--- src/sv/ualt_pkg.sv ---
// Package for the identifier access list table: sizes, request codes and
// the structs that pass between the sequencer and the top level.
// Depends on nothing.
`timescale 1ns / 1ps
package ualt_pkg;

  localparam int CAPACITY = 16;
  localparam int UID_W    = 32;
  localparam int IDX_W    = 4;
  localparam int CNT_W    = 5;
  localparam int ACT_W    = 2;

  localparam logic [ACT_W-1:0] ACT_SEARCH = 2'd0;
  localparam logic [ACT_W-1:0] ACT_ADD    = 2'd1;
  localparam logic [ACT_W-1:0] ACT_DELETE = 2'd2;
  localparam logic [ACT_W-1:0] ACT_READ   = 2'd3;

  typedef struct packed {
    logic [ACT_W-1:0] action;
    logic [UID_W-1:0] uid;
    logic [IDX_W-1:0] index;
  } req_t;

  typedef struct packed {
    logic             ok;
    logic [IDX_W-1:0] found_index;
    logic [UID_W-1:0] uid_out;
    logic [CNT_W-1:0] entry_count;
  } res_t;

  typedef struct packed {
    logic start;
    logic out_free;
  } seq_ctl_t;

  typedef struct packed {
    logic idle;
    logic done;
  } seq_stat_t;

endpackage

--- src/sv/ualt_mem.sv ---
// Generic single-write, single-read RAM with a registered read port.
// Depends on nothing; used by the sequencer for the identifier table.
`timescale 1ns / 1ps
module ualt_mem #(
  parameter int DEPTH = 16,
  parameter int WIDTH = 32,
  parameter int AW    = $clog2(DEPTH)
) (
  input  logic             clk,
  input  logic             we,
  input  logic [AW-1:0]    waddr,
  input  logic [WIDTH-1:0] wdata,
  input  logic [AW-1:0]    raddr,
  output logic [WIDTH-1:0] rdata
);

  logic [WIDTH-1:0] mem [DEPTH];

  always_ff @(posedge clk) begin
    if (we) begin
      mem[waddr] <= wdata;
    end
  end

  always_ff @(posedge clk) begin
    rdata <= mem[raddr];
  end

endmodule

--- src/sv/ualt_seq.sv ---
// Request sequencer: fill count, the shared compare unit and the table RAM.
// Depends on ualt_pkg and ualt_mem.
`timescale 1ns / 1ps
module ualt_seq (
  input  logic                clk,
  input  logic                rst_n,
  input  ualt_pkg::seq_ctl_t  ctl,
  input  ualt_pkg::req_t      req,
  output ualt_pkg::seq_stat_t stat,
  output ualt_pkg::res_t      res
);
  import ualt_pkg::*;

  localparam logic [2:0] S_IDLE = 3'd0;
  localparam logic [2:0] S_SCAN = 3'd1;
  localparam logic [2:0] S_MVRD = 3'd2;
  localparam logic [2:0] S_MVWR = 3'd3;
  localparam logic [2:0] S_RDRQ = 3'd4;
  localparam logic [2:0] S_RDGT = 3'd5;
  localparam logic [2:0] S_FIN  = 3'd6;

  logic [2:0]       state_r, state_nxt;
  logic [CNT_W-1:0] cnt_r, cnt_nxt;
  logic [CNT_W-1:0] ptr_r, ptr_nxt;
  logic             chk_v_r, chk_v_nxt;
  logic [IDX_W-1:0] chk_idx_r, chk_idx_nxt;
  logic [ACT_W-1:0] act_r, act_nxt;
  logic [UID_W-1:0] key_r, key_nxt;
  logic [IDX_W-1:0] idx_r, idx_nxt;
  logic             ok_r, ok_nxt;
  logic [IDX_W-1:0] found_r, found_nxt;
  logic [UID_W-1:0] val_r, val_nxt;

  logic             mem_we;
  logic [IDX_W-1:0] mem_waddr;
  logic [UID_W-1:0] mem_wdata;
  logic [IDX_W-1:0] mem_raddr;
  logic [UID_W-1:0] mem_rdata;

  logic [CNT_W-1:0] last;
  logic             issue;
  logic             hit;
  logic             done;

  ualt_mem #(
    .DEPTH (CAPACITY),
    .WIDTH (UID_W),
    .AW    (IDX_W)
  ) u_mem (
    .clk   (clk),
    .we    (mem_we),
    .waddr (mem_waddr),
    .wdata (mem_wdata),
    .raddr (mem_raddr),
    .rdata (mem_rdata)
  );

  assign last  = cnt_r - CNT_W'(1);
  assign issue = (ptr_r < cnt_r);
  // The shared compare unit: one stored entry against the key each cycle.
  assign hit   = chk_v_r && (mem_rdata == key_r);

  always_comb begin
    state_nxt   = state_r;
    cnt_nxt     = cnt_r;
    ptr_nxt     = ptr_r;
    chk_v_nxt   = 1'b0;
    chk_idx_nxt = chk_idx_r;
    act_nxt     = act_r;
    key_nxt     = key_r;
    idx_nxt     = idx_r;
    ok_nxt      = ok_r;
    found_nxt   = found_r;
    val_nxt     = val_r;
    mem_we      = 1'b0;
    mem_waddr   = idx_r;
    mem_wdata   = key_r;
    mem_raddr   = ptr_r[IDX_W-1:0];
    done        = 1'b0;
    case (state_r)
      S_IDLE: begin
        if (ctl.start) begin
          act_nxt   = req.action;
          key_nxt   = req.uid;
          idx_nxt   = req.index;
          ok_nxt    = 1'b0;
          found_nxt = '0;
          val_nxt   = '0;
          ptr_nxt   = '0;
          case (req.action)
            ACT_SEARCH: begin
              state_nxt = S_SCAN;
            end
            ACT_ADD: begin
              state_nxt = (cnt_r == CNT_W'(CAPACITY)) ? S_FIN : S_SCAN;
            end
            ACT_DELETE: begin
              if (CNT_W'(req.index) < cnt_r) begin
                if (CNT_W'(req.index) == last) begin
                  cnt_nxt   = last;
                  ok_nxt    = 1'b1;
                  state_nxt = S_FIN;
                end else begin
                  state_nxt = S_MVRD;
                end
              end else begin
                state_nxt = S_FIN;
              end
            end
            ACT_READ: begin
              state_nxt = (CNT_W'(req.index) < cnt_r) ? S_RDRQ : S_FIN;
            end
            default: begin
              state_nxt = S_FIN;
            end
          endcase
        end
      end
      S_SCAN: begin
        chk_v_nxt   = issue;
        chk_idx_nxt = ptr_r[IDX_W-1:0];
        if (issue) begin
          ptr_nxt = ptr_r + CNT_W'(1);
        end
        if (hit) begin
          ok_nxt = 1'b1;
          if (act_r == ACT_SEARCH) begin
            found_nxt = chk_idx_r;
          end
          state_nxt = S_FIN;
        end else if (!issue) begin
          // Every entry below the count was compared without a match.
          if (act_r == ACT_ADD) begin
            mem_we    = 1'b1;
            mem_waddr = cnt_r[IDX_W-1:0];
            cnt_nxt   = cnt_r + CNT_W'(1);
            ok_nxt    = 1'b1;
          end
          state_nxt = S_FIN;
        end
      end
      S_MVRD: begin
        mem_raddr = last[IDX_W-1:0];
        state_nxt = S_MVWR;
      end
      S_MVWR: begin
        mem_we    = 1'b1;
        mem_waddr = idx_r;
        mem_wdata = mem_rdata;
        cnt_nxt   = last;
        ok_nxt    = 1'b1;
        state_nxt = S_FIN;
      end
      S_RDRQ: begin
        mem_raddr = idx_r;
        state_nxt = S_RDGT;
      end
      S_RDGT: begin
        val_nxt   = mem_rdata;
        ok_nxt    = 1'b1;
        state_nxt = S_FIN;
      end
      S_FIN: begin
        if (ctl.out_free) begin
          done      = 1'b1;
          state_nxt = S_IDLE;
        end
      end
      default: begin
        state_nxt = S_IDLE;
      end
    endcase
  end

  always_ff @(posedge clk) begin
    if (!rst_n) begin
      state_r <= S_IDLE;
      cnt_r   <= '0;
      chk_v_r <= 1'b0;
    end else begin
      state_r <= state_nxt;
      cnt_r   <= cnt_nxt;
      chk_v_r <= chk_v_nxt;
    end
  end

  always_ff @(posedge clk) begin
    ptr_r     <= ptr_nxt;
    chk_idx_r <= chk_idx_nxt;
    act_r     <= act_nxt;
    key_r     <= key_nxt;
    idx_r     <= idx_nxt;
    ok_r      <= ok_nxt;
    found_r   <= found_nxt;
    val_r     <= val_nxt;
  end

  assign stat.idle       = (state_r == S_IDLE);
  assign stat.done       = done;
  assign res.ok          = ok_r;
  assign res.found_index = found_r;
  assign res.uid_out     = val_r;
  assign res.entry_count = cnt_r;

endmodule

--- src/sv/uid_access_list_table_core.sv ---
// Top level of the identifier access list table: input handshake, the
// request sequencer and the output register. Depends on ualt_pkg, ualt_seq.
//
//   channel   ports                                        direction
//   input     in_valid in_stall in_action in_uid in_index  request items in
//   result    out_valid out_stall out_ok out_found_index   result items out
//             out_uid_out out_entry_count
//
// A search or add walks the stored entries below the count at one entry per
// cycle through a single 32-bit comparator fed by the table RAM's registered
// read port. A delete moves the last entry into the freed slot and a read
// fetches one entry; a full-list add, an out-of-range delete or read, and a
// delete of the last entry go straight to the result without a RAM access.
// The block takes one item at a time: in_stall is high from acceptance until
// its result moves into the output register. A stalled result holds the
// output register, and the sequencer waits with the next result until it
// is taken.
// Reset (synchronous, rst_n low) empties the list by zeroing the fill count;
// the table contents need no clearing, since only entries below the count
// are ever read.
`timescale 1ns / 1ps
module uid_access_list_table_core (
  input  logic                           clk,
  input  logic                           rst_n,
  input  logic                           in_valid,
  output logic                           in_stall,
  input  logic [ualt_pkg::ACT_W-1:0]     in_action,
  input  logic [ualt_pkg::UID_W-1:0]     in_uid,
  input  logic [ualt_pkg::IDX_W-1:0]     in_index,
  output logic                           out_valid,
  input  logic                           out_stall,
  output logic                           out_ok,
  output logic [ualt_pkg::IDX_W-1:0]     out_found_index,
  output logic [ualt_pkg::UID_W-1:0]     out_uid_out,
  output logic [ualt_pkg::CNT_W-1:0]     out_entry_count
);
  import ualt_pkg::*;

  seq_ctl_t  ctl;
  seq_stat_t stat;
  req_t      req;
  res_t      res;

  logic out_valid_r, out_valid_nxt;
  res_t out_res_r;

  // The sequencer only takes a new request while it sits idle.
  assign in_stall = !stat.idle;

  assign req.action = in_action;
  assign req.uid    = in_uid;
  assign req.index  = in_index;

  assign ctl.start    = in_valid && !in_stall;
  // The output register can take a result when empty or being drained.
  assign ctl.out_free = !out_valid_r || !out_stall;

  ualt_seq u_seq (
    .clk   (clk),
    .rst_n (rst_n),
    .ctl   (ctl),
    .req   (req),
    .stat  (stat),
    .res   (res)
  );

  always_comb begin
    out_valid_nxt = out_valid_r && out_stall;
    if (stat.done) begin
      out_valid_nxt = 1'b1;
    end
  end

  always_ff @(posedge clk) begin
    if (!rst_n) begin
      out_valid_r <= 1'b0;
    end else begin
      out_valid_r <= out_valid_nxt;
    end
  end

  always_ff @(posedge clk) begin
    if (stat.done) begin
      out_res_r <= res;
    end
  end

  assign out_valid       = out_valid_r;
  assign out_ok          = out_res_r.ok;
  assign out_found_index = out_res_r.found_index;
  assign out_uid_out     = out_res_r.uid_out;
  assign out_entry_count = out_res_r.entry_count;

endmodule

--- config.mk ---
export PLATFORM = sky130hd
export DESIGN_NAME = uid_access_list_table_core
export DESIGN_NICKNAME = d
export VERILOG_FILES = /design/src/sv/ualt_pkg.sv /design/src/sv/ualt_mem.sv /design/src/sv/ualt_seq.sv /design/src/sv/uid_access_list_table_core.sv
export SDC_FILE = /design/constraint.sdc
export NUM_CORES = 1
export LEC_CHECK = 0
export BUFFER_PORTS_ARGS = -buffer_cell sky130_fd_sc_hd__buf_4
export CAP_MARGIN = 10
export CORE_MARGIN = 3
export CORE_UTILIZATION = 55
export CTS_CLUSTER_DIAMETER = 120
export DETAILED_ROUTE_END_ITERATION = 8
export GPL_ROUTABILITY_DRIVEN = 0
export PLACE_DENSITY = 0.72
export SYNTH_ARGS = -nofsm -noshare
export SYNTH_HDL_FRONTEND = slang
export SYNTH_SLANG_ARGS = --single-unit
--- constraint.sdc ---
create_clock -name clk -period 10.42 [get_ports clk]
set_clock_uncertainty 0.05 [all_clocks]
set_input_delay 0.521 -clock clk [delete_from_list [all_inputs] [get_ports clk]]
set_output_delay 0.521 -clock clk [all_outputs]
set_load 0.02 [all_outputs]
==> metrics.cfg <==
[clocking]
cts_tree = built
htreeDepth = 3
cts.sinks = 680
cts_made_buffers = 68
clockRootBuffer = clkbuf_16
clockBufferDepth = 3
cts_resized = 0
clkTransAtPathRegs_ps = 60
clk_latency_ps = 620

[critical_path]
cp-end-kind = flop
cp_max_fo = 170
crit_required_ps = 10890
worstSetupPathType = flop to flop
startpoint_type = flop
cp.arrival_ps = 4900

[synthesis]
ys_top_cells_by_area = edfxtp_1 72%, mux2i_1 3.7%, dfxtp_1 3.2%
async_flop_share_pct = 0
netlist_top_cells_count = 638 x edfxtp_1, 207 x nand2_1, 136 x a21oi_1
synthFlopType = edfxtp_1
synth_cell_types = 52
synth-edff-count = 638
ys_warn_count = 0
synth_top_area_share_pct = 72.2
ys_seq_area_share_pct = 75.3
syn_area_per_cell_um2 = 15.2
yosysMostFrequentCell = edfxtp_1
syn-num-nets = 1797
synth_top_cell_by_area = edfxtp_1
synth_area_um2 = 26500
yosys_register_bits = 680
synthesis.instances = 1743

[die]
die_w_um = 226
std_cell_rows = 79
pin_count = 86
start_util_pct = 56.3
core_um2 = 47100
die_h_um = 226
die_area_um2 = 50900

[hold_path]
hold_path.class = input pin to flop

[power_and_ir_drop]
seq_power_share_pct = 39.6
netSwitchingFraction_pct = 36.2
power_switching_uw = 3390
p_clk_share_pct = 25.3
p_leak_uw = 0.0105
ir_drop_mv = 0.258
pwr-share-comb_pct = 35.2
internal_power_uw = 5980
p_per_area_nw_per_um2 = 310

[global_routing]
grt_max_degree = 171
grt_pass1_vias = 15000
track_usage_pct = 24.4
overflow = 0
grt_pass1_wl_mm = 91.8
antenna_found_initial = 2

[run_status]
violations = antenna violations
outcome = finished with violations

[finish]
n_fill_cell = 3206
stdcell_count = 2505
nets = 1892
area_growth_pct = 13.8
drive_above_1_share_pct = 14.8
post-route-util_pct = 64.1
multi_input_comb_area_um2 = 6340
postLayoutCellArea_um2 = 30200
seq_area_um2 = 20000

[route]
dr.pass1.iters = 5
totalWireLength_mm = 62.0
drc = 0
drtIter0Drc = 1849
vias = 15400
wire_per_inst_um = 24.7
antenna_left = 1
vias_per_cell = 6.15

[sta]
setup_viol = 0
fin_setup_tns_ps = 0
fmax_ghz = 0.225
worstMarginPinSlew_ps = 1140
whs_ps = 34.0
layout_min_cycle_time_ps = 4440
rsz0062_at_grt = false
hold_viol = 0
slew_violations = 0
max_slew_margin_pct = 23.9
final.period_utilization_pct = 42.6

[run]
maxCapViolCount = 0

[placement]
place_area_um2 = 28000
port_buffers = 85
dp_cells = 2373
hpwl_mm = 34.9

## sequential cells by signal (all words and copies together) (netlist names), 5 cells and up
register / count
out_entry_count: 5
u_seq.cnt_r: 5
u_seq.ptr_r: 5
u_seq.u_mem.mem: 512
out_uid_out: 32
u_seq.u_mem.rdata: 32
u_seq.val_r: 32
u_seq.key_r: 32
## placed cells by master, fill, tap and decap left out, drive strengths merged, types with 4 or more instances in the layout
master,instances
a22oi,80
nor2b,6
nand2,207
xnor2,33
clkbuf,91
nor3,25
inv,20
nand2b,7
a211oi,4
mux2i,99
mux2,31
clkinv,23
buf,113
a22o,48
bufinv,4
diode,5
o22ai,49
xor2,8
nor2,82
dfxtp,42
edfxtp,638
ha,12
o21ai,16
and3,53
or3,6
a21oi,136
nand3,15
nand4,9
## kinds of logic (layout without fill, tap and decap cells)
kind of cell               count (synthesis)  count (layout)  synth area share (%)
AOI/OAI and AO/OA                        352             352                  8.67
xor gates and xnor gates                  42              42                  1.44
adders and majority gates                 12              12                 0.566
buffers and inverters                    104             254                  1.76
DFF                                      680             680                  75.3
muxes                                    130             130                  5.05
other                                      0               5                     0
and+or+nand+nor                          423             423                  7.17
## power by group through the flow
stage               logic (uW)  clock network (uW)  registers (uW)
floorplan                 2380                   0            3610
global placement          3160                   0            3740
detailed placement        3250                   0            3750
CTS                       3270                2400            3690
global route              3560                2510            3720
finish                    3290                2370            3710
## metrics by stage
| stage | setup WS (ps) | power (uW) |
|---|---|---|
| floorplan | 6530 | 5990 |
| global placement | 6350 | 6900 |
| detailed placement | 6140 | 6990 |
| CTS | 6110 | 9360 |
| global route | 5700 | 9790 |
| finish | 5980 | 9370 |
## critical path: stages (launching register included)
cell      delay [ps]
dfxtp_1          770
nor2b_2          380
a211oi_1         190
o21ai_4          210
buf_12           650
buf_4            990
a21oi_1          210
a22oi_1          240
o22ai_1          130
nor3_1           260
## worst paths after layout
| kind | endpoint | cells past startpoint | start | slack (ps) |
|---|---|---|---|---|
| max reg2reg | u_seq.u_mem.rdata[29] | 9 | u_seq.state_r[1] | 5980 |
| max | u_seq.u_mem.rdata[29] | 9 | u_seq.state_r[1] | 5980 |
| min reg2reg | out_uid_out[14] | 0 | u_seq.val_r[14] | 370 |
| min | u_seq.key_r[6] | 1 | in_uid[6] | 30 |
## cell type report
type	count	area share, %
diodes	5	0.0414
flip-flops and latches	680	66.2
clock buffers	91	6.22
inverters	14	0.174
multi-input cells	959	21.0
well taps	607	2.51
clock inverters	34	0.948
repair buffers	115	2.92
## per-layer routing
metal / routed length, um / vias up / track usage (%)
met2: 29000 / 830 / 38.1
met1: 24900 / 7579 / 33.1
met3: 6260 / 123 / 6.98
met4: 1800 / 0 / 8.79
li1: - / 6878 / -
met5: 0 / - / 0
## what timing repair did
item	in CTS	in global routing
endpoints found under the hold margin	2	0
buffers inserted	0	0
hold buffers	2	0
setup endpoints to repair	0	0
Note: power is estimated with default switching activity, not from simulation.
